<file path="src/hw/rtl/slp_pkg.sv">
`default_nettype none

package slp_pkg;

  localparam int unsigned LEN_W   = 7;
  localparam int unsigned IDX_W   = 3;
  localparam int unsigned VAL_W   = 16;
  localparam int unsigned LIT_LEN = 5;

  localparam logic [7:0] CH_LF    = 8'h0A;
  localparam logic [7:0] CH_CR    = 8'h0D;
  localparam logic [7:0] CH_SPACE = 8'h20;
  localparam logic [7:0] CH_PLUS  = 8'h2B;
  localparam logic [7:0] CH_MINUS = 8'h2D;
  localparam logic [7:0] CH_ZERO  = 8'h30;
  localparam logic [7:0] CH_NINE  = 8'h39;

  localparam logic [VAL_W-1:0] MAG_LIMIT = 16'h8000;
  localparam logic [VAL_W-1:0] POS_MAX   = 16'h7FFF;

  typedef enum logic [3:0] {
    ST_LIT1 = 4'd0,
    ST_WS1  = 4'd1,
    ST_SGN1 = 4'd2,
    ST_DIG1 = 4'd3,
    ST_LIT2 = 4'd4,
    ST_WS2  = 4'd5,
    ST_SGN2 = 4'd6,
    ST_DIG2 = 4'd7,
    ST_DONE = 4'd8,
    ST_FAIL = 4'd9
  } stage_t;

  typedef struct packed {
    logic             ok;
    logic [VAL_W-1:0] hum;
    logic [VAL_W-1:0] temp;
  } line_res_t;

  typedef struct packed {
    logic full;
    logic empty;
  } q_status_t;

  function automatic logic is_space(input logic [7:0] c);
    is_space = (c == CH_SPACE) || (c >= 8'h09 && c <= CH_CR);
  endfunction

  function automatic logic is_digit(input logic [7:0] c);
    is_digit = (c >= CH_ZERO) && (c <= CH_NINE);
  endfunction

  function automatic logic [7:0] lit_char(input logic second, input logic [IDX_W-1:0] idx);
    logic [7:0] ch;
    ch = 8'h00;
    case (idx)
      3'd0:    ch = second ? 8'h74 : 8'h68;
      3'd1:    ch = second ? 8'h65 : 8'h75;
      3'd2:    ch = 8'h6D;
      3'd3:    ch = second ? 8'h70 : 8'h69;
      3'd4:    ch = 8'h3A;
      default: ch = 8'h00;
    endcase
    lit_char = ch;
  endfunction

  function automatic logic [VAL_W-1:0] add_digit(input logic [VAL_W-1:0] acc,
                                                 input logic [7:0] c);
    logic [19:0] v;
    v = ({4'b0, acc} << 3) + ({4'b0, acc} << 1) + {16'b0, c[3:0]};
    if (v > {4'b0, MAG_LIMIT}) begin
      v = {4'b0, MAG_LIMIT};
    end
    add_digit = v[VAL_W-1:0];
  endfunction

  function automatic logic [VAL_W-1:0] finish_num(input logic neg,
                                                  input logic [VAL_W-1:0] acc);
    logic [VAL_W-1:0] m;
    m = acc;
    if (neg) begin
      if (m > MAG_LIMIT) begin
        m = MAG_LIMIT;
      end
      finish_num = '0 - m;
    end else begin
      if (m > POS_MAX) begin
        m = POS_MAX;
      end
      finish_num = m;
    end
  endfunction

endpackage

`default_nettype wire

</file>
<file path="src/hw/rtl/slp_front.sv">
`default_nettype none

module slp_front #(
  parameter int unsigned MAX_LINE = 64
) (
  input  wire logic                clk,
  input  wire logic                rst_n,
  input  wire logic                byte_take,
  input  wire logic [7:0]          rx_byte,
  output logic                     push,
  output slp_pkg::line_res_t       push_data
);

  localparam logic [slp_pkg::LEN_W-1:0] MAX_LEN = slp_pkg::LEN_W'(MAX_LINE);
  localparam logic [slp_pkg::IDX_W-1:0] LAST_IDX = slp_pkg::IDX_W'(slp_pkg::LIT_LEN - 1);

  slp_pkg::stage_t                  stage_r, stage_nxt;
  logic [slp_pkg::IDX_W-1:0]        idx_r, idx_nxt;
  logic                             neg_r, neg_nxt;
  logic [slp_pkg::VAL_W-1:0]        acc_r, acc_nxt;
  logic [slp_pkg::VAL_W-1:0]        first_r, first_nxt;
  logic [slp_pkg::LEN_W-1:0]        len_r, len_nxt;

  logic is_lf;
  logic overlong;
  logic dig;
  logic spc;
  logic sgn;
  logic lit_hit;
  logic t_hit;

  assign is_lf    = (rx_byte == slp_pkg::CH_LF);
  assign overlong = (len_r >= MAX_LEN);
  assign dig      = slp_pkg::is_digit(rx_byte);
  assign spc      = slp_pkg::is_space(rx_byte);
  assign sgn      = (rx_byte == slp_pkg::CH_PLUS) || (rx_byte == slp_pkg::CH_MINUS);
  assign lit_hit  = (idx_r <= LAST_IDX) &&
                    (rx_byte == slp_pkg::lit_char(stage_r == slp_pkg::ST_LIT2, idx_r));
  assign t_hit    = (rx_byte == slp_pkg::lit_char(1'b1, '0));

  // next stage
  always_comb begin
    stage_nxt = stage_r;
    if (byte_take) begin
      if (is_lf || overlong) begin
        stage_nxt = slp_pkg::ST_LIT1;
      end else begin
        case (stage_r)
          slp_pkg::ST_LIT1, slp_pkg::ST_LIT2: begin
            if (!lit_hit) begin
              stage_nxt = slp_pkg::ST_FAIL;
            end else if (idx_r == LAST_IDX) begin
              stage_nxt = (stage_r == slp_pkg::ST_LIT1) ? slp_pkg::ST_WS1 : slp_pkg::ST_WS2;
            end
          end
          slp_pkg::ST_WS1, slp_pkg::ST_WS2: begin
            if (sgn) begin
              stage_nxt = (stage_r == slp_pkg::ST_WS1) ? slp_pkg::ST_SGN1 : slp_pkg::ST_SGN2;
            end else if (dig) begin
              stage_nxt = (stage_r == slp_pkg::ST_WS1) ? slp_pkg::ST_DIG1 : slp_pkg::ST_DIG2;
            end else if (!spc) begin
              stage_nxt = slp_pkg::ST_FAIL;
            end
          end
          slp_pkg::ST_SGN1, slp_pkg::ST_SGN2: begin
            if (dig) begin
              stage_nxt = (stage_r == slp_pkg::ST_SGN1) ? slp_pkg::ST_DIG1 : slp_pkg::ST_DIG2;
            end else begin
              stage_nxt = slp_pkg::ST_FAIL;
            end
          end
          slp_pkg::ST_DIG1: begin
            if (!dig) begin
              stage_nxt = t_hit ? slp_pkg::ST_LIT2 : slp_pkg::ST_FAIL;
            end
          end
          slp_pkg::ST_DIG2: begin
            if (!dig) begin
              stage_nxt = slp_pkg::ST_DONE;
            end
          end
          slp_pkg::ST_DONE: stage_nxt = slp_pkg::ST_DONE;
          default:          stage_nxt = slp_pkg::ST_FAIL;
        endcase
      end
    end
  end

  // datapath and line result
  always_comb begin
    idx_nxt   = idx_r;
    neg_nxt   = neg_r;
    acc_nxt   = acc_r;
    first_nxt = first_r;
    len_nxt   = len_r;
    push      = 1'b0;
    push_data.ok   = (stage_r == slp_pkg::ST_DIG2) || (stage_r == slp_pkg::ST_DONE);
    push_data.hum  = first_r;
    push_data.temp = slp_pkg::finish_num(neg_r, acc_r);
    if (byte_take) begin
      if (is_lf || overlong) begin
        push      = is_lf;
        idx_nxt   = '0;
        neg_nxt   = 1'b0;
        acc_nxt   = '0;
        first_nxt = '0;
        len_nxt   = '0;
      end else begin
        len_nxt = len_r + 1'b1;
        case (stage_r)
          slp_pkg::ST_LIT1, slp_pkg::ST_LIT2: begin
            if (lit_hit) begin
              idx_nxt = (idx_r == LAST_IDX) ? '0 : idx_r + 1'b1;
            end
          end
          slp_pkg::ST_WS1, slp_pkg::ST_WS2: begin
            if (!spc) begin
              neg_nxt = (rx_byte == slp_pkg::CH_MINUS);
              acc_nxt = dig ? slp_pkg::add_digit('0, rx_byte) : '0;
            end
          end
          slp_pkg::ST_SGN1, slp_pkg::ST_SGN2, slp_pkg::ST_DIG2: begin
            if (dig) begin
              acc_nxt = slp_pkg::add_digit(acc_r, rx_byte);
            end
          end
          slp_pkg::ST_DIG1: begin
            if (dig) begin
              acc_nxt = slp_pkg::add_digit(acc_r, rx_byte);
            end else begin
              first_nxt = slp_pkg::finish_num(neg_r, acc_r);
              idx_nxt   = t_hit ? slp_pkg::IDX_W'(1) : '0;
            end
          end
          default: begin
          end
        endcase
      end
    end
  end

  always_ff @(posedge clk) begin
    if (!rst_n) begin
      stage_r <= slp_pkg::ST_LIT1;
      idx_r   <= '0;
      neg_r   <= 1'b0;
      acc_r   <= '0;
      first_r <= '0;
      len_r   <= '0;
    end else begin
      stage_r <= stage_nxt;
      idx_r   <= idx_nxt;
      neg_r   <= neg_nxt;
      acc_r   <= acc_nxt;
      first_r <= first_nxt;
      len_r   <= len_nxt;
    end
  end

endmodule

`default_nettype wire

</file>
<file path="src/hw/rtl/slp_queue.sv">
`default_nettype none

module slp_queue (
  input  wire logic               clk,
  input  wire logic               rst_n,
  input  wire logic               push,
  input  wire slp_pkg::line_res_t push_data,
  input  wire logic               pop,
  output slp_pkg::line_res_t      pop_data,
  output slp_pkg::q_status_t      status
);

  slp_pkg::line_res_t mem [2];
  logic       wr_ptr_r, wr_ptr_nxt;
  logic       rd_ptr_r, rd_ptr_nxt;
  logic [1:0] cnt_r, cnt_nxt;
  logic       do_push;
  logic       do_pop;

  assign status.full  = (cnt_r == 2'd2);
  assign status.empty = (cnt_r == 2'd0);
  assign do_push      = push && !status.full;
  assign do_pop       = pop && !status.empty;
  assign pop_data     = mem[rd_ptr_r];

  always_comb begin
    wr_ptr_nxt = do_push ? !wr_ptr_r : wr_ptr_r;
    rd_ptr_nxt = do_pop ? !rd_ptr_r : rd_ptr_r;
    cnt_nxt    = cnt_r + {1'b0, do_push} - {1'b0, do_pop};
  end

  always_ff @(posedge clk) begin
    if (do_push) begin
      mem[wr_ptr_r] <= push_data;
    end
  end

  always_ff @(posedge clk) begin
    if (!rst_n) begin
      wr_ptr_r <= 1'b0;
      rd_ptr_r <= 1'b0;
      cnt_r    <= '0;
    end else begin
      wr_ptr_r <= wr_ptr_nxt;
      rd_ptr_r <= rd_ptr_nxt;
      cnt_r    <= cnt_nxt;
    end
  end

endmodule

`default_nettype wire

</file>
<file path="src/hw/rtl/slp_back.sv">
`default_nettype none

module slp_back (
  input  wire logic                      clk,
  input  wire logic                      rst_n,
  input  wire slp_pkg::q_status_t        q_status,
  input  wire slp_pkg::line_res_t        q_data,
  output logic                           pop,
  output logic                           out_valid,
  input  wire logic                      out_ready,
  output logic                           out_line_ok,
  output logic                           out_have_valid,
  output logic signed [slp_pkg::VAL_W-1:0] out_humidity,
  output logic signed [slp_pkg::VAL_W-1:0] out_temperature
);

  logic                       valid_r, valid_nxt;
  logic                       seen_r, seen_nxt;
  logic [slp_pkg::VAL_W-1:0]  held_hum_r, held_hum_nxt;
  logic [slp_pkg::VAL_W-1:0]  held_temp_r, held_temp_nxt;
  logic                       ok_r, ok_nxt;
  logic                       hv_r, hv_nxt;
  logic [slp_pkg::VAL_W-1:0]  hum_r, hum_nxt;
  logic [slp_pkg::VAL_W-1:0]  temp_r, temp_nxt;

  assign pop = !q_status.empty && (!valid_r || out_ready);

  always_comb begin
    valid_nxt     = valid_r && !out_ready;
    seen_nxt      = seen_r;
    held_hum_nxt  = held_hum_r;
    held_temp_nxt = held_temp_r;
    ok_nxt        = ok_r;
    hv_nxt        = hv_r;
    hum_nxt       = hum_r;
    temp_nxt      = temp_r;
    if (pop) begin
      valid_nxt = 1'b1;
      ok_nxt    = q_data.ok;
      hv_nxt    = q_data.ok || seen_r;
      if (q_data.ok) begin
        seen_nxt      = 1'b1;
        held_hum_nxt  = q_data.hum;
        held_temp_nxt = q_data.temp;
        hum_nxt       = q_data.hum;
        temp_nxt      = q_data.temp;
      end else begin
        hum_nxt  = held_hum_r;
        temp_nxt = held_temp_r;
      end
    end
  end

  always_ff @(posedge clk) begin
    ok_r   <= ok_nxt;
    hv_r   <= hv_nxt;
    hum_r  <= hum_nxt;
    temp_r <= temp_nxt;
  end

  always_ff @(posedge clk) begin
    if (!rst_n) begin
      valid_r     <= 1'b0;
      seen_r      <= 1'b0;
      held_hum_r  <= '0;
      held_temp_r <= '0;
    end else begin
      valid_r     <= valid_nxt;
      seen_r      <= seen_nxt;
      held_hum_r  <= held_hum_nxt;
      held_temp_r <= held_temp_nxt;
    end
  end

  assign out_valid       = valid_r;
  assign out_line_ok     = ok_r;
  assign out_have_valid  = hv_r;
  assign out_humidity    = hum_r;
  assign out_temperature = temp_r;

endmodule

`default_nettype wire

</file>
<file path="src/hw/rtl/sensor_line_parser_top.sv">
// Sensor line parser: takes a byte stream of lines "humi:<int>temp:<int>" ended by LF.
// Input channel: in_valid/in_ready carry one byte (in_rx_byte) per transaction.
// Output channel: out_valid/out_ready carry one result per LF: out_line_ok,
// out_have_valid and the latest good out_humidity/out_temperature (signed 16-bit).
// Throughput: one byte per cycle while in_ready is high (low when the queue is full).
// Result path: the queue is written on the LF transaction; the back then loads its
// output register from the queue when out_valid is low or out_ready is high.
// Bytes other than LF produce no result. Lines longer than MAX_LINE bytes are
// dropped and parsing restarts with the next byte.
// Stall: when out_ready is low the output register and queue fill; in_ready drops
// only when the queue is full, so non-LF traffic keeps flowing until then.
// Reset (rst_n low, synchronous): parser returns to the start of a line, queue
// empties, out_valid drops, held values clear to zero; the output data is not reset.
`default_nettype none

module sensor_line_parser_top #(
  parameter int unsigned MAX_LINE = 64
) (
  input  wire logic                              clk,
  input  wire logic                              rst_n,
  input  wire logic                              in_valid,
  output logic                                   in_ready,
  input  wire logic [7:0]                        in_rx_byte,
  output logic                                   out_valid,
  input  wire logic                              out_ready,
  output logic                                   out_line_ok,
  output logic                                   out_have_valid,
  output logic signed [slp_pkg::VAL_W-1:0]       out_humidity,
  output logic signed [slp_pkg::VAL_W-1:0]       out_temperature
);

  slp_pkg::line_res_t push_data;
  slp_pkg::line_res_t pop_data;
  slp_pkg::q_status_t q_status;
  logic               push;
  logic               pop;
  logic               byte_take;

  assign in_ready  = !q_status.full;
  assign byte_take = in_valid && in_ready;

  slp_front #(
    .MAX_LINE (MAX_LINE)
  ) u_front (
    .clk       (clk),
    .rst_n     (rst_n),
    .byte_take (byte_take),
    .rx_byte   (in_rx_byte),
    .push      (push),
    .push_data (push_data)
  );

  slp_queue u_queue (
    .clk       (clk),
    .rst_n     (rst_n),
    .push      (push),
    .push_data (push_data),
    .pop       (pop),
    .pop_data  (pop_data),
    .status    (q_status)
  );

  slp_back u_back (
    .clk             (clk),
    .rst_n           (rst_n),
    .q_status        (q_status),
    .q_data          (pop_data),
    .pop             (pop),
    .out_valid       (out_valid),
    .out_ready       (out_ready),
    .out_line_ok     (out_line_ok),
    .out_have_valid  (out_have_valid),
    .out_humidity    (out_humidity),
    .out_temperature (out_temperature)
  );

endmodule

`default_nettype wire

</file>
<file path="config.mk">
export PLATFORM = sky130hd
export DESIGN_NAME = sensor_line_parser_top
export DESIGN_NICKNAME = d
export VERILOG_FILES = /design/src/hw/rtl/slp_pkg.sv /design/src/hw/rtl/slp_front.sv /design/src/hw/rtl/slp_queue.sv /design/src/hw/rtl/slp_back.sv /design/src/hw/rtl/sensor_line_parser_top.sv
export SDC_FILE = /design/constraint.sdc
export NUM_CORES = 1
export LEC_CHECK = 0
export BUFFER_PORTS_ARGS = -buffer_cell sky130_fd_sc_hd__clkbuf_2
export CAP_MARGIN = 30
export CORE_UTILIZATION = 40
export CTS_BUF_LIST = sky130_fd_sc_hd__clkbuf_8
export CTS_CLUSTER_DIAMETER = 120
export DETAILED_ROUTE_END_ITERATION = 7
export PLACE_DENSITY_LB_ADDON = 0.25
export SLEW_MARGIN = 20
export SYNTH_ARGS = -nofsm -noshare
export SYNTH_HDL_FRONTEND = slang
export SYNTH_SLANG_ARGS = --single-unit
</file>
<file path="constraint.sdc">
create_clock -name clk -period 6.78 [get_ports clk]
set_input_delay 0.339 -clock clk [delete_from_list [all_inputs] [get_ports clk]]
set_output_delay 0.339 -clock clk [all_outputs]
set_load 0.02 [all_outputs]
</file>
Word level (Yosys, flattened, before mapping):

Memories as Yosys holds them, arrays and structs flattened. A register that Yosys moved wholly into a read port is not among the register bits.
Cells that the tools add are included.

* add/subtract/negate cells: 8
* $lt $le $gt $ge: 10
* eq/ne operators: 28
* reduce and logical (&&, ||, !) cells: 37
* muxes and demuxes: 57

Operators by type and width (count)
* two-way mux 16 bit: 20
* two-way mux 4 bit: 10
* one-hot mux 8 bit (5 select lines): 1
* one-hot mux 16 bit (2 select lines): 1
* subtractor 1 x 16 -> 16 bit, first input constant: 2
* equality test 8 x 6 -> 1 bit, second input constant: 3
* two-way mux 3 bit: 8
* one-hot mux 4 bit (6 select lines): 1
* adder 19 x 17 -> 20 bit: 1
* adder 20 x 4 -> 20 bit: 1
* > comparator 20 x 16 -> 1 bit, second input constant: 1
* equality test 4 x 3 -> 1 bit, second input constant: 4
* > comparator 16 x 15 -> 1 bit, second input constant: 1
* > comparator 16 bit, second input constant: 1
* > comparator 4 x 16 -> 1 bit, second input constant: 1
* two-way mux 5 bit: 3
* two-way mux 1 bit: 11
* != test 3 bit, second input constant: 3
* equality test 4 x 2 -> 1 bit, second input constant: 2
* equality test 8 x 4 -> 1 bit, second input constant: 1
* equality test 8 x 7 -> 1 bit, second input constant: 1
* equality test 8 bit: 1
* >= comparator 8 x 4 -> 1 bit, second input constant: 1
* >= comparator 8 x 6 -> 1 bit, second input constant: 1
* other kinds (34): 60

* bits in writable memories: 66
* memories kept: 1
* output and inout port bits: 36
* bits in registers: 119
* input bits: 12

Memories
* u_queue.mem: words 2, width 33, read ports 1, clocked after Yosys merged registers in 1, write ports 1, RTL line slp_queue.sv:13 `slp_pkg::line_res_t mem [2];`

Longest topological paths before layout:

Gate-level depths: netlist of run 1.

* depth in word-level cells: 12
* mapped depth: 13

Cells and area by module:

From an unflattened synthesis of run 1, not the netlist that was laid out.

* cell total of the unflattened synthesis: 838
* area total of the unflattened synthesis: 9654.3 um2

Modules (own cells, without submodules)
* slp_front: times used 1, cells an instance 551, area an instance 4222.8 um2
* slp_queue: times used 1, cells an instance 130, area an instance 2771.4 um2
* slp_back: times used 1, cells an instance 155, area an instance 2650.0 um2
* sensor_line_parser_top: times used 1, cells an instance 2, area an instance 10.0 um2

Worst setup path before layout of run 1:

OpenSTA, ideal clock, no wires.

* path kind: register to register
* start point: register u_queue.cnt_r[0]
* end point: memory u_queue.mem[0][0] (netlist bit), enable pin
* cell stages (with the launch flop): 5
* slack: 3059 ps
* period minus slack after synthesis: 3721 ps
* setup time: 464 ps
* data arrival time: 3257 ps
* required time: 6316 ps
* cell sequence: dfxtp_1 -> nand2b_1 -> nand2_1 -> clkbuf_1 -> nor3_1

* word-level cells in the longest chain between the ends: 7

RTL lines
* start: declaration: RTL line slp_queue.sv:16 `logic [1:0] cnt_r, cnt_nxt;`
* start signal: assignment: RTL line slp_queue.sv:46 `cnt_r <= cnt_nxt;`
* equality test 2 bit *: RTL line slp_queue.sv:20 `assign status.full = (cnt_r == 2'd2);`
* zero test 1 bit *: RTL line sensor_line_parser_top.sv:39 `assign in_ready = !q_status.full;`
* via in_ready: RTL line sensor_line_parser_top.sv:22 `output logic in_ready,`
* logical AND 1 bit: RTL line sensor_line_parser_top.sv:40 `assign byte_take = in_valid && in_ready;`
* two-way mux 1 bit: RTL line slp_front.sv:100 `if (byte_take) begin`
* logical AND 1 bit *: RTL line slp_queue.sv:22 `assign do_push = push && !status.full;`
* two-way mux 1 bit *: RTL line slp_queue.sv:33 `if (do_push) begin`
* two-way mux 1 bit (implied by the code) *: RTL line slp_queue.sv:34 `mem[wr_ptr_r] <= push_data;`
* end: declaration: RTL line slp_queue.sv:13

The timed path passes the listed nets; every way through them passes the cells marked *.

Final worst setup path of run 1:

* start point: register u_front.acc_r[2] (netlist bit)
* end point: register u_front.acc_r[12] (netlist bit)

* word-level cells in the longest chain between the ends: 7

RTL lines
* start: declaration: RTL line slp_front.sv:20 `logic [slp_pkg::VAL_W-1:0] acc_r, acc_nxt;`
* start signal: assignment: RTL line slp_front.sv:154 `acc_r <= acc_nxt;`
* adder 19 x 17 -> 20 bit *: RTL line slp_pkg.sv:70 `v = ({4'b0, acc} << 3) + ({4'b0, acc} << 1) + {16'b0, c[3:0]};`
* adder 20 x 4 -> 20 bit *: RTL line slp_pkg.sv:70
* > comparator 20 x 16 -> 1 bit: RTL line slp_pkg.sv:71 `if (v > {4'b0, MAG_LIMIT}) begin`
* two-way mux 16 bit *: RTL line slp_pkg.sv:71
* two-way mux 16 bit *: RTL line slp_front.sv:128 `if (dig) begin`
* one-hot mux 16 bit (2 select lines) *: RTL line slp_front.sv:110 `case (stage_r)`
* two-way mux 16 bit *: RTL line slp_front.sv:101 `if (is_lf || overlong) begin`

Mark *: on every way between the ends. The rest lies on a longest branch, timed or not. The select of a mux whose other input is x is not followed.
A chain may end at the register's enable or synchronous reset.

==> summary.log, run 1 <==
INFO  run_status     status=completed
INFO  cells_and_area layout.filler_cells=2179
INFO  sta            setup_total_negative_slack=0ns
INFO  clocking       clk-insertion-delay-late=0.44ns
INFO  synth          synth_enable_flop_cells=100
INFO  drt            wl_per_cell=15.8um
INFO  synth          synthMostInstantiatedCell=sky130_fd_sc_hd__nor2_1
INFO  critical_path  worst_path_most_repeated_cell=sky130_fd_sc_hd__fa_1
INFO  synth          ys_seq_elements=186
INFO  cells_and_area multi_input_comb_area=4210squm
INFO  critical_path  timing.rr.end=u_front.acc_r[12]$_SDFFE_PN0P_
INFO  grt            largest_net_degree_at_the_start_of_global_routing=68
INFO  die            coreArea=22600squm
INFO  critical_path  worstSetupEndpointType=register
INFO  drt            first_pass_iters=5
INFO  cells_and_area layout.core_utilization=0.446
INFO  power_and_ir_drop power_density_cells=279nW/um^2
INFO  sta            final_hold_viol_count=0
INFO  synth          cell_type_with_the_highest_aggregate_area_in_the_netlist=sky130_fd_sc_hd__edfxtp_1
INFO  clocking       postCtsResizedCells=0
INFO  die            start_util=0.408
INFO  placed_design  io_buffers=47
INFO  sta            worstMarginPinSlew=0.846ns
INFO  sta            drv_slew=0
INFO  sta            setup_viol=0
INFO  critical_path  cp_cell_sequence=inv_1 -> fa_1 -> fa_1 -> nor2b_1 -> o2111ai_1 -> a2111oi_0 -> o31ai_1 -> a221oi_1 -> buf_4 -> nand2_1 -> o41ai_1
INFO  cells_and_area layout_cell_share_with_drive_strength_beyond_1=0.118
INFO  grt            first_global_vias=6272
INFO  drt            drcViolationCount=0
INFO  critical_path  timing.critical_path.fanout_max=11
INFO  synth          synth_async_sr_flop_share=0
INFO  clocking       cts.repair_timing.setup_buffer_count=0
INFO  clocking       max-clock-path-buffers=2
INFO  cells_and_area register_area=4730squm
INFO  critical_path  worstSetupPathDepth=11
INFO  cells_and_area antenna_diode_instance_count=0
INFO  clocking       worst_setup_hold_path_clk_slew=0.10ns
INFO  critical_path  max_stage_delay=0.62ns
INFO  drt            drt_first_iter_violations=391
INFO  critical_path  path_delay_family=compound AO/OA/AOI/OAI gates
INFO  run            cap_violations=0
INFO  synth          syn_area_per_cell=10.0squm
INFO  grt            gr-usage-all-layers=0.171
INFO  cells_and_area layout-area-overhead-vs-synth=9.27%
INFO  clocking       clock_sinks=186
INFO  placed_design  dp.final_hpwl=13800um
INFO  die            die_height=154um
INFO  critical_path  timing.setup.critical_path_class=reg2reg
INFO  drt            detailroute.via_count=6901
INFO  hold_path      hold_path_startpoint=in_rx_byte[3]
INFO  sta            maxClockFrequency=0.257GHz
INFO  die            horiz_die_dim=154um
INFO  synth          synthCells=920
INFO  synth          synthFlopType=sky130_fd_sc_hd__edfxtp_1
INFO  synth          post_synth_main_area_contributors=sky130_fd_sc_hd__edfxtp_1 33%, sky130_fd_sc_hd__dfxtp_1 19%, sky130_fd_sc_hd__ha_1 5.4%
INFO  sta            skew=0.0174ns
INFO  critical_path  worstRegToRegCells=11
INFO  synth          synth_sequential_area_ratio=0.512
INFO  synth          netlist_area=9230squm
INFO  sta            grt_setup_unrepaired=no
INFO  power_and_ir_drop static-leakage-power=3.82nW
INFO  sta            slew-limit-headroom=0.431
INFO  drt            drt.antenna.violating_nets=0
INFO  die            num_io_pins=48
INFO  clocking       cts-buffers-inserted=17
INFO  critical_path  startpoint_type=register
INFO  sta            final_period_minus_worst_setup_slack=3.89ns
INFO  clocking       cts_hold_buffers=0
INFO  grt            grt_pass1_wl=32400um
INFO  drt            wl=19600um
INFO  die            core.rowCount=55
INFO  clocking       clock-root-buffer=sky130_fd_sc_hd__clkbuf_8
INFO  synth          distinct_cells_synth=70
INFO  die            die_area=23700squm
INFO  synth          syn_warnings=0
INFO  clocking       cts_tree=yes
INFO  placed_design  last_weighted_congestion_value_of_the_routability_driven_placer=0.853
INFO  critical_path  crit_start=u_front.acc_r[2]$_SDFFE_PN0P_
INFO  synth          synth_top_cells_by_count=130 x sky130_fd_sc_hd__nor2_1, 100 x sky130_fd_sc_hd__edfxtp_1, 86 x sky130_fd_sc_hd__dfxtp_1
INFO  critical_path  timing.reg2reg.setup_slack=2.89ns
INFO  sta            post-route-period-util=0.573
INFO  critical_path  timing.critical_path.slowest_stage_cell=sky130_fd_sc_hd__a2111oi_0
INFO  grt            grt_remaining_overflow=0
INFO  power_and_ir_drop ir_drop=138uV
INFO  synth          netlist.area_leader.share=0.325
INFO  critical_path  worst_ep_required=7.13ns
INFO  critical_path  critical_path_arrival=4.24ns
INFO  clocking       htreeDepth=4
INFO  cells_and_area num-nets-final=999
INFO  critical_path  worstSetupEndpoint=u_front.acc_r[12]$_SDFFE_PN0P_
INFO  hold_path      hold_path.class=in2reg
INFO  critical_path  source_of_the_worst_register_to_register_timing_path=u_front.acc_r[2]$_SDFFE_PN0P_
INFO  synth          syn_nets=974
INFO  drt            vias_per_cell=5.55
INFO  grt            antenna_found_initial=0
INFO  critical_path  cp_num_buf_inv=2
per-stage QoR:
| step | setup WS [ns] | std cells | hold WS, ns | instance area [sq um] | total power [mW] |
|---|---|---|---|---|---|
| 2_1_floorplan | 3.06 | 920 | 0.425 | 9230 | 1.99 |
| 3_3_place_gp | 3.01 | 1209 | 0.432 | 9700 | 2.14 |
| 3_5_place_dp | 2.93 | 1211 | 0.440 | 9720 | 2.17 |
| 4_1_cts | 2.90 | 1243 | 0.219 | 10100 | 2.84 |
| 5_1_grt | 2.53 | 1243 | 0.245 | 10100 | 2.97 |
| 6_report | 2.89 | 1243 | 0.240 | 10100 | 2.81 |
power breakdown:
part | internal (mW) | switching [mW]
registers | 1.38 | 0.0593
logic | 0.239 | 0.451
clock network | 0.306 | 0.373
layout make-up:
cell class	count	share of cell area
flip-flops and latches	186	0.468
multi-input cells	655	0.417
well taps	285	0.0354
repair buffers	59	0.0332
clock buffers	19	0.0259
clock inverters	13	0.0103
inverters	26	0.00967
cells in the final DEF (no fill, tap or decap), drive strengths merged, types with 7 or more instances in the layout:
master,instances
a211oi,34
a21oi,73
a22oi,13
a31oi,8
and2,8
and3,8
buf,12
clkbuf,66
dfxtp,86
edfxtp,100
ha,40
inv,28
mux2i,36
nand2,58
nand3,28
nand4,9
nor2,130
nor2b,7
nor3,12
nor4,9
o211ai,9
o21ai,44
or2,9
or3,7
xnor2,13
xor2,11
worst min-delay path, stage by stage:
cell and delay [ns]:
sky130_fd_sc_hd__clkbuf_2 0.15, sky130_fd_sc_hd__a32oi_1 0.10, sky130_fd_sc_hd__o41ai_1 0.07
registers in the layout, summed over array words and instances (netlist names), named ones only:
signal,cells
u_back.held_hum_r,16
u_back.held_temp_r,16
u_back.out_have_valid,1
u_back.out_humidity,16
u_back.out_line_ok,1
u_back.out_temperature,16
u_back.out_valid,1
u_back.seen_r,1
u_front.acc_r,16
u_front.first_r,16
u_front.idx_r,3
u_front.len_r,7
u_front.neg_r,1
u_front.stage_r,4
u_queue.cnt_r,2
u_queue.mem,66
u_queue.rd_ptr_r,1
u_queue.wr_ptr_r,1
layer usage:
metal / track usage / wire length (um) / part of all wire
met5: 0 / 0 / 0
met1: 0.236 / 9610 / 0.49
met4: 0.0405 / 141 / 0.0072
met2: 0.279 / 9230 / 0.47
met3: 0.0293 / 645 / 0.033
worst min-delay path by stage:
stage / end / cells past startpoint
after floorplan: u_queue.mem[0][22]$_DFFE_PP_ / 0
after global placement: u_queue.mem[0][30]$_DFFE_PP_ / 0
after detailed placement: u_queue.mem[1][30]$_DFFE_PP_ / 0
after CTS: u_front.acc_r[3]$_SDFFE_PN0P_ / 3
after global routing: u_front.acc_r[3]$_SDFFE_PN0P_ / 3
final: u_front.acc_r[3]$_SDFFE_PN0P_ / 3
cells by family (layout without fill, tap and decap cells):
| logic type | count (synthesis) | after routing | synth area share |
|---|---|---|---|
| adder cells (fa/ha/maj) | 42 | 42 | 0.0586 |
| AND/OR/NAND/NOR | 306 | 306 | 0.156 |
| AO/OA/AOI/OAI | 245 | 245 | 0.175 |
| multiplexers | 38 | 38 | 0.0415 |
| XOR/XNOR | 24 | 24 | 0.0228 |
| flip-flops | 186 | 186 | 0.512 |
| buffers and inverters | 79 | 117 | 0.0340 |
Power figures use the tool's default switching activity.
==> run 2, diff against run 1 <==
==> constraint.sdc (replaced) <==
create_clock -name clk -period 3.4 [get_ports clk]
set_input_delay 0.17 -clock clk [delete_from_list [all_inputs] [get_ports clk]]
set_output_delay 0.17 -clock clk [all_outputs]
set_load 0.02 [all_outputs]
==> run 2 against run 1 <==
Via count grew 3.1%; utilization grew 2.6 points; largest cell class unchanged; largest power group unchanged; clock-buffer cell count is the same; fmax grew 20%; worst setup slack lost 2.7 ns; hold slack lost 0.17 ns.
==> summary.log, run 2 (synthesis results as in run 1) <==
INFO  run_status     status=completed
INFO  critical_path  timing.reg2reg.setup_slack=0.15ns [-2.74 ns]
INFO  sta            grt_setup_unrepaired=yes
INFO  drt            wl=20400um [+3.7%]
INFO  critical_path  timing.setup.critical_path_class=reg2reg
INFO  sta            skew=0.0162ns [-0.00116 ns]
INFO  critical_path  source_of_the_worst_register_to_register_timing_path=u_front.acc_r[2]$_SDFFE_PN0P_
INFO  drt            drcViolationCount=0 [unchanged]
INFO  critical_path  worst_ep_required=3.75ns [-3.38 ns]
INFO  sta            post-route-period-util=0.955 [+0.382]
INFO  grt            grt_remaining_overflow=0 [unchanged]
INFO  critical_path  critical_path_arrival=3.60ns [-0.64 ns]
INFO  cells_and_area most-common-layout-cells=129 x sky130_fd_sc_hd__nor2_1, 100 x sky130_fd_sc_hd__edfxtp_1, 84 x sky130_fd_sc_hd__dfxtp_1
INFO  drt            routed.top_layer=met4
INFO  die            horiz_die_dim=154um [unchanged]
INFO  placed_design  preCtsSetupSlack=-0.115ns [-3.04 ns]
INFO  grt            gr-usage-all-layers=0.178 [+0.00708]
INFO  power_and_ir_drop power_density_cells=544nW/um^2 [+95%]
INFO  power_and_ir_drop sw_frac_of_total=0.309 [-0.00533]
INFO  die            num_io_pins=48 [unchanged]
INFO  cells_and_area mostFrequentLayoutCell=sky130_fd_sc_hd__nor2_1
INFO  drt            wl_met1=9880um [+2.8%]
INFO  sta            slew-limit-headroom=0.533 [+0.103]
INFO  die            die_height=154um [unchanged]
INFO  die            coreArea=22600squm [unchanged]
INFO  power_and_ir_drop power.internal=4.01mW [+110%]
INFO  critical_path  timing.rr.end=u_front.acc_r[10]$_SDFFE_PN0P_
INFO  cells_and_area layout-area-overhead-vs-synth=15.7%
INFO  placed_design  io_buffers=47 [unchanged]
INFO  drt            wl_met3=636um [-1.4%]
INFO  critical_path  worstSetupEndpointType=register
INFO  sta            setup_total_negative_slack=0ns [unchanged]
INFO  grt            largest_net_degree_at_the_start_of_global_routing=67 [-1.5%]
INFO  sta            final_period_minus_worst_setup_slack=3.25ns [-0.640 ns]
INFO  hold_path      holdPathStages=4 [+1]
INFO  power_and_ir_drop comb_power_share=0.238 [-0.008]
INFO  power_and_ir_drop static-leakage-power=4.14nW [+8.4%]
INFO  sta            drv_slew=0 [unchanged]
INFO  clocking       clock-root-buffer=sky130_fd_sc_hd__clkbuf_8
INFO  cells_and_area max_flop_register=u_queue.mem
INFO  clocking       cts-buffers-inserted=17 [unchanged]
INFO  cells_and_area layout_cell_share_with_drive_strength_beyond_1=0.185 [+0.0666]
INFO  cells_and_area largest_register_ffs=66 [unchanged]
INFO  power_and_ir_drop ir_drop=269uV [+94%]
INFO  drt            detailroute.wirelength.met2=9520um [+3.1%]
INFO  power_and_ir_drop total_switching_power=1.79mW [+100%]
INFO  clocking       htreeDepth=4 [unchanged]
INFO  sta            setup_viol=0 [unchanged]
INFO  clocking       cts_tree=yes
INFO  hold_path      hold-path-endpoint=u_back.out_valid$_SDFF_PN0_
INFO  clocking       clk-insertion-delay-late=0.46ns [+0.02 ns]
INFO  power_and_ir_drop totalPowerFinal=5.80mW [+110%]
INFO  clocking       max-clock-path-buffers=2 [unchanged]
INFO  power_and_ir_drop clock_power_share=0.267 [+0.025]
INFO  drt            drt.antenna.violating_nets=0 [unchanged]
INFO  placed_design  last_weighted_congestion_value_of_the_routability_driven_placer=0.850 [-0.35%]
INFO  drt            vias_per_cell=5.48 [-1.3%]
INFO  grt            antenna_found_initial=0 [unchanged]
INFO  critical_path  timing.critical_path.fanout_max=10 [-1]
INFO  critical_path  worstRegToRegCells=11 [unchanged]
INFO  drt            first_pass_iters=5 [unchanged]
INFO  cells_and_area antenna_diode_instance_count=0 [unchanged]
INFO  clocking       worst_setup_hold_path_clk_slew=0.10ns [about the same]
INFO  die            core.rowCount=55 [unchanged]
INFO  hold_path      hold_path_startpoint=out_ready
INFO  die            start_util=0.408 [unchanged]
INFO  hold_path      hold_path.class=in2reg
INFO  sta            final_hold_viol_count=0 [unchanged]
INFO  drt            detailroute.via_count=7112 [+3.1%]
INFO  sta            timing.hold.ws=0.0752ns [-0.165 ns]
INFO  power_and_ir_drop pwr-share-seq=0.495 [-0.018]
INFO  placed_design  dp.final_hpwl=14400um [+5.0%]
INFO  drt            wl_per_cell=15.7um [-0.67%]
INFO  grt            grt_pass1_wl=33800um [+4.4%]
INFO  placed_design  instance_area_after_placement=10100squm [+4.1%]
INFO  sta            worst_slack=0.154ns [-2.74 ns]
INFO  run            cap_violations=0 [unchanged]
INFO  critical_path  startpoint_type=register
INFO  cells_and_area final_area=10700squm [+5.9%]
INFO  sta            maxClockFrequency=0.308GHz [+20%]
INFO  critical_path  crit_start=u_front.acc_r[2]$_SDFFE_PN0P_
INFO  sta            worstMarginPinSlew=0.694ns [-0.151 ns]
INFO  clocking       clock_sinks=186 [unchanged]
INFO  grt            first_global_vias=6470 [+3.2%]
INFO  cells_and_area num-nets-final=1054 [+5.5%]
INFO  die            die_area=23700squm [unchanged]
INFO  drt            drt_first_iter_violations=410 [+4.9%]
[run 2: cell types whose count changed in the layout (fill, tap and decap cells not counted), moves of 3 or more]
| cell | before | now |
|---|---|---|
| sky130_fd_sc_hd__o41ai_1 | 4 | 1 |
| sky130_fd_sc_hd__a21oi_1 | 73 | 70 |
| sky130_fd_sc_hd__inv_1 | 26 | 22 |
| sky130_fd_sc_hd__inv_6 | 1 | 4 |
| sky130_fd_sc_hd__buf_4 | 10 | 66 |
| sky130_fd_sc_hd__clkinvlp_4 | 4 | 1 |
[run 2: metrics by stage]
stage               cells  utilization
floorplan             920            -
global placement     1264        0.447
detailed placement   1264        0.447
CTS                  1297        0.467
global route         1298        0.472
finish               1298        0.472
[run 2: worst max-delay path: stages (launching register included)]
cell                        delay (ns)
sky130_fd_sc_hd__dfxtp_2          0.33
sky130_fd_sc_hd__buf_4            0.16
sky130_fd_sc_hd__ha_1             0.30
sky130_fd_sc_hd__ha_1             0.37
sky130_fd_sc_hd__or2_2            0.34
sky130_fd_sc_hd__o2111ai_4        0.14
sky130_fd_sc_hd__a2111oi_2        0.11
sky130_fd_sc_hd__or4_1            0.41
sky130_fd_sc_hd__a221oi_1         0.29
sky130_fd_sc_hd__buf_4            0.18
sky130_fd_sc_hd__nand2_2          0.14
sky130_fd_sc_hd__o41ai_1          0.38
[run 2: metal layers]
| metal | vias to the layer above | global-route usage |
|---|---|---|
| li1 | 3575 | - |
| met1 | 3375 | 0.246 |
| met2 | 144 | 0.287 |
| met3 | 18 | 0.0290 |
| met4 | 0 | 0.0524 |
| met5 | - | 0 |
[run 2: power groups by stage]
stage               Combinational, mW  Clock [mW]  Sequential (mW)
CTS                              1.40        1.59             2.88
detailed placement               1.39           0             2.93
finish                           1.38        1.55             2.87
global placement                 1.38           0             2.92
global route                     1.54        1.68             2.91
floorplan                       0.838           0             3.12
[run 2: area by class of cell]
cell class / instances / area (sq um)
flip-flops and latches: 186 / 4730
inverters: 26 / 97.6
well taps: 285 / 357
fillers: 2107 / 12000
clock inverters: 13 / 163
clock buffers: 19 / 262
repair buffers: 114 / 742
multi-input cells: 655 / 4330
[run 2: how the worst max path moves through the flow]
stage	slack (ns)	to	cells past startpoint
2_1_floorplan	0.003	u_front.acc_r[15]$_SDFFE_PN0P_	12
3_3_place_gp	-0.05	u_front.acc_r[10]$_SDFFE_PN0P_	11
3_5_place_dp	-0.12	u_front.acc_r[12]$_SDFFE_PN0P_	11
4_1_cts	-0.008	u_front.acc_r[3]$_SDFFE_PN0P_	13
5_1_grt	0.0009	u_front.acc_r[3]$_SDFFE_PN0P_	12
6_report	0.15	u_front.acc_r[10]$_SDFFE_PN0P_	11
[run 2: repair_timing]
item | CTS | global route
setup buffers | 1 | 1
pin swaps | 2 | 7
hold buffers | 0 | 0
resized for setup | 6 | 19
endpoints found under the setup margin | 12 | 18
==> run 3, diff against run 2 <==
--- a/config.mk
+++ b/config.mk
@@ -5,12 +5,12 @@
 export SDC_FILE = /design/constraint.sdc
 export NUM_CORES = 1
 export LEC_CHECK = 0
-export BUFFER_PORTS_ARGS = -buffer_cell sky130_fd_sc_hd__clkbuf_2
 export CAP_MARGIN = 30
 export CORE_UTILIZATION = 40
 export CTS_BUF_LIST = sky130_fd_sc_hd__clkbuf_8
 export CTS_CLUSTER_DIAMETER = 120
 export DETAILED_ROUTE_END_ITERATION = 7
+export DONT_BUFFER_PORTS = 1
 export PLACE_DENSITY_LB_ADDON = 0.25
 export SLEW_MARGIN = 20
 export SYNTH_ARGS = -nofsm -noshare
==> run 3 against run 2 <==
Flip-flop and latch count is the same; total power decreased by 3.8%; clock skew rose by 0.00082 ns; sequential power grew 7.7%; register-to-register slack worse by 0.06 ns; critical endpoint is now u_front.acc_r[0]$_SDFFE_PN0P_; largest cell class unchanged; largest power group unchanged; highest routed layer unchanged.
==> summary.log, run 3 (synthesis results as in run 1) <==
INFO  placed_design  last_weighted_congestion_value_of_the_routability_driven_placer=0.848 [-0.20%]
INFO  critical_path  startpoint_type=register
INFO  grt            largest_net_degree_at_the_start_of_global_routing=67 [unchanged]
INFO  critical_path  timing.setup.critical_path_class=reg2reg
INFO  clocking       worst_setup_hold_path_clk_slew=0.10ns [about the same]
INFO  cells_and_area layout_cell_share_with_drive_strength_beyond_1=0.152 [-0.0331]
INFO  power_and_ir_drop comb_power_share=0.186 [-0.052]
INFO  drt            wl_per_cell=16.4um [+4.3%]
INFO  drt            drcViolationCount=0 [unchanged]
INFO  placed_design  io_buffers=0 [-100%]
INFO  drt            vias_per_cell=5.57 [+1.7%]
INFO  cells_and_area filler_free_cell_count_of_the_finished_design=1255 [-3.3%]
INFO  run_status     status=completed
INFO  clocking       max-clock-path-buffers=2 [unchanged]
INFO  die            die_area=23700squm [unchanged]
INFO  power_and_ir_drop totalPowerFinal=5.58mW [-3.8%]
INFO  critical_path  worstRegToRegCells=13 [+2]
INFO  power_and_ir_drop static-leakage-power=3.95nW [-4.8%]
INFO  power_and_ir_drop power_density_cells=531nW/um^2 [-2.2%]
INFO  clocking       htreeDepth=4 [unchanged]
INFO  power_and_ir_drop sw_frac_of_total=0.323 [+0.0143]
INFO  sta            worstMarginPinSlew=0.661ns [-0.0333 ns]
INFO  drt            wl=20500um [+0.81%]
INFO  critical_path  timing.critical_path.fanout_max=3 [-7]
INFO  cells_and_area layout.core_utilization=0.464 [-0.00740]
INFO  sta            worst_slack=0.0972ns [-0.0563 ns]
INFO  sta            post-route-period-util=0.971 [+0.0166]
INFO  power_and_ir_drop total_switching_power=1.81mW [+0.68%]
INFO  clocking       cts_tree=yes
INFO  sta            slew-limit-headroom=0.559 [+0.0258]
INFO  grt            grt_pass1_wl=33800um [about the same]
INFO  drt            first_pass_iters=5 [unchanged]
INFO  critical_path  source_of_the_worst_register_to_register_timing_path=u_front.acc_r[0]$_SDFFE_PN0P_
INFO  run            cap_violations=0 [unchanged]
INFO  grt            antenna_found_initial=0 [unchanged]
INFO  sta            skew=0.0171ns [+0.000817 ns]
INFO  sta            setup_total_negative_slack=0ns [unchanged]
INFO  cells_and_area max_flop_register=u_queue.mem
INFO  critical_path  critical_path_arrival=3.67ns [+0.07 ns]
INFO  sta            timing.hold.ws=0.0518ns [-0.0234 ns]
INFO  die            coreArea=22600squm [unchanged]
INFO  cells_and_area largest_register_ffs=66 [unchanged]
INFO  placed_design  preCtsSetupSlack=-0.133ns [-0.0177 ns]
INFO  grt            first_global_vias=6612 [+2.2%]
INFO  drt            detailroute.via_count=6996 [-1.6%]
INFO  sta            setup_viol=0 [unchanged]
INFO  critical_path  worstSetupEndpoint=u_front.acc_r[0]$_SDFFE_PN0P_
INFO  cells_and_area layout-area-overhead-vs-synth=13.9%
INFO  power_and_ir_drop power.internal=3.78mW [-5.8%]
INFO  critical_path  worst_ep_required=3.76ns [about the same]
INFO  sta            maxClockFrequency=0.303GHz [-1.7%]
INFO  die            die_height=154um [unchanged]
INFO  clocking       cts-buffers-inserted=17 [unchanged]
INFO  cells_and_area most-common-layout-cells=129 x sky130_fd_sc_hd__nor2_1, 100 x sky130_fd_sc_hd__edfxtp_1, 81 x sky130_fd_sc_hd__dfxtp_1
INFO  sta            drv_slew=0 [unchanged]
INFO  grt            gr-usage-all-layers=0.179 [+0.000519]
INFO  die            start_util=0.408 [unchanged]
INFO  sta            final_period_minus_worst_setup_slack=3.30ns [+0.0563 ns]
INFO  drt            drt.antenna.violating_nets=0 [unchanged]
INFO  critical_path  timing.reg2reg.setup_slack=0.1ns [-0.06 ns]
INFO  sta            final_hold_viol_count=0 [unchanged]
INFO  clocking       clock-root-buffer=sky130_fd_sc_hd__clkbuf_8
INFO  cells_and_area final_area=10500squm [-1.6%]
INFO  clocking       clk-insertion-delay-late=0.46ns [about the same]
INFO  die            horiz_die_dim=154um [unchanged]
INFO  cells_and_area num-nets-final=1011 [-4.1%]
INFO  placed_design  dp.final_hpwl=14200um [-1.3%]
INFO  power_and_ir_drop ir_drop=255uV [-5.0%]
INFO  critical_path  timing.rr.end=u_front.acc_r[0]$_SDFFE_PN0P_
INFO  die            num_io_pins=48 [unchanged]
INFO  critical_path  crit_start=u_front.acc_r[0]$_SDFFE_PN0P_
INFO  power_and_ir_drop pwr-share-seq=0.554 [+0.059]
INFO  grt            grt_remaining_overflow=0 [unchanged]
INFO  die            core.rowCount=55 [unchanged]
INFO  cells_and_area antenna_diode_instance_count=0 [unchanged]
INFO  clocking       clock_sinks=186 [unchanged]
INFO  power_and_ir_drop clock_power_share=0.260 [-0.007]
INFO  placed_design  instance_area_after_placement=9880squm [-2.3%]
INFO  placed_design  dpl.cell_count=1217 [-3.7%]
INFO  hold_path      hold_path.class=in2reg
INFO  cells_and_area mostFrequentLayoutCell=sky130_fd_sc_hd__nor2_1
INFO  drt            drt_first_iter_violations=362 [-12%]
INFO  critical_path  worstSetupEndpointType=register
==> run 3: worst min-delay path by stage <==
stage	start	to	slack, ns	cells after the start
2_1_floorplan	in_rx_byte[3]	u_front.acc_r[3]$_SDFFE_PN0P_	0.32	2
3_3_place_gp	rst_n	u_queue.cnt_r[0]$_SDFF_PN0_	0.30	1
3_5_place_dp	rst_n	u_queue.cnt_r[0]$_SDFF_PN0_	0.30	1
4_1_cts	in_rx_byte[2]	u_front.acc_r[2]$_SDFFE_PN0P_	0.003	4
5_1_grt	rst_n	u_front.first_r[2]$_SDFFE_PN0P_	0.03	2
6_report	rst_n	u_front.len_r[0]$_SDFFE_PN0P_	0.05	2
==> run 3: what timing repair did <==
item                                    in CTS  in global routing
endpoints found under the hold margin       12                  0
hold buffers                                 5                  0
buffers inserted                             1                  0
endpoints found under the setup margin      12                 17
pin swaps                                    5                  7
resized for setup                            7                 26
==> run 3: layout make-up <==
class / count / area, sq um
Clock buffer: 18 / 248
Clock inverter: 14 / 151
Fill cell: 2083 / 12100
Inverter: 26 / 97.6
Multi-Input combinational cell: 655 / 4380
Sequential cell: 186 / 4730
Tap cell: 285 / 357
Timing Repair Buffer: 71 / 549
==> run 3: layer usage <==
layer	routed length, um	part of all wire	track usage	vias to the layer above
li1	-	-	-	3498
met5	0	0	0	-
met2	9470	0.46	0.289	165
met4	349	0.017	0.0652	0
met3	724	0.035	0.0318	26
met1	9980	0.49	0.240	3307
==> run 3: worst max-delay path: stages (launching register included) <==
cell                      delay (ns)
sky130_fd_sc_hd__dfxtp_2        0.34
sky130_fd_sc_hd__inv_1          0.05
sky130_fd_sc_hd__fa_1           0.56
sky130_fd_sc_hd__inv_1          0.09
sky130_fd_sc_hd__ha_4           0.27
sky130_fd_sc_hd__nand3_2        0.07
sky130_fd_sc_hd__a21oi_2        0.17
sky130_fd_sc_hd__o21ai_1        0.09
sky130_fd_sc_hd__buf_4          0.14
sky130_fd_sc_hd__mux2i_1        0.11
sky130_fd_sc_hd__or4_1          0.50
sky130_fd_sc_hd__o41a_1         0.44
sky130_fd_sc_hd__buf_4          0.17
sky130_fd_sc_hd__o31ai_2        0.23
==> run 3: power groups by stage <==
stage	combinational (mW)	sequential [mW]	clock (mW)
floorplan	0.838	3.12	0
global placement	1.02	3.14	0
detailed placement	1.04	3.15	0
CTS	1.05	3.10	1.51
global route	1.18	3.13	1.58
finish	1.04	3.09	1.45
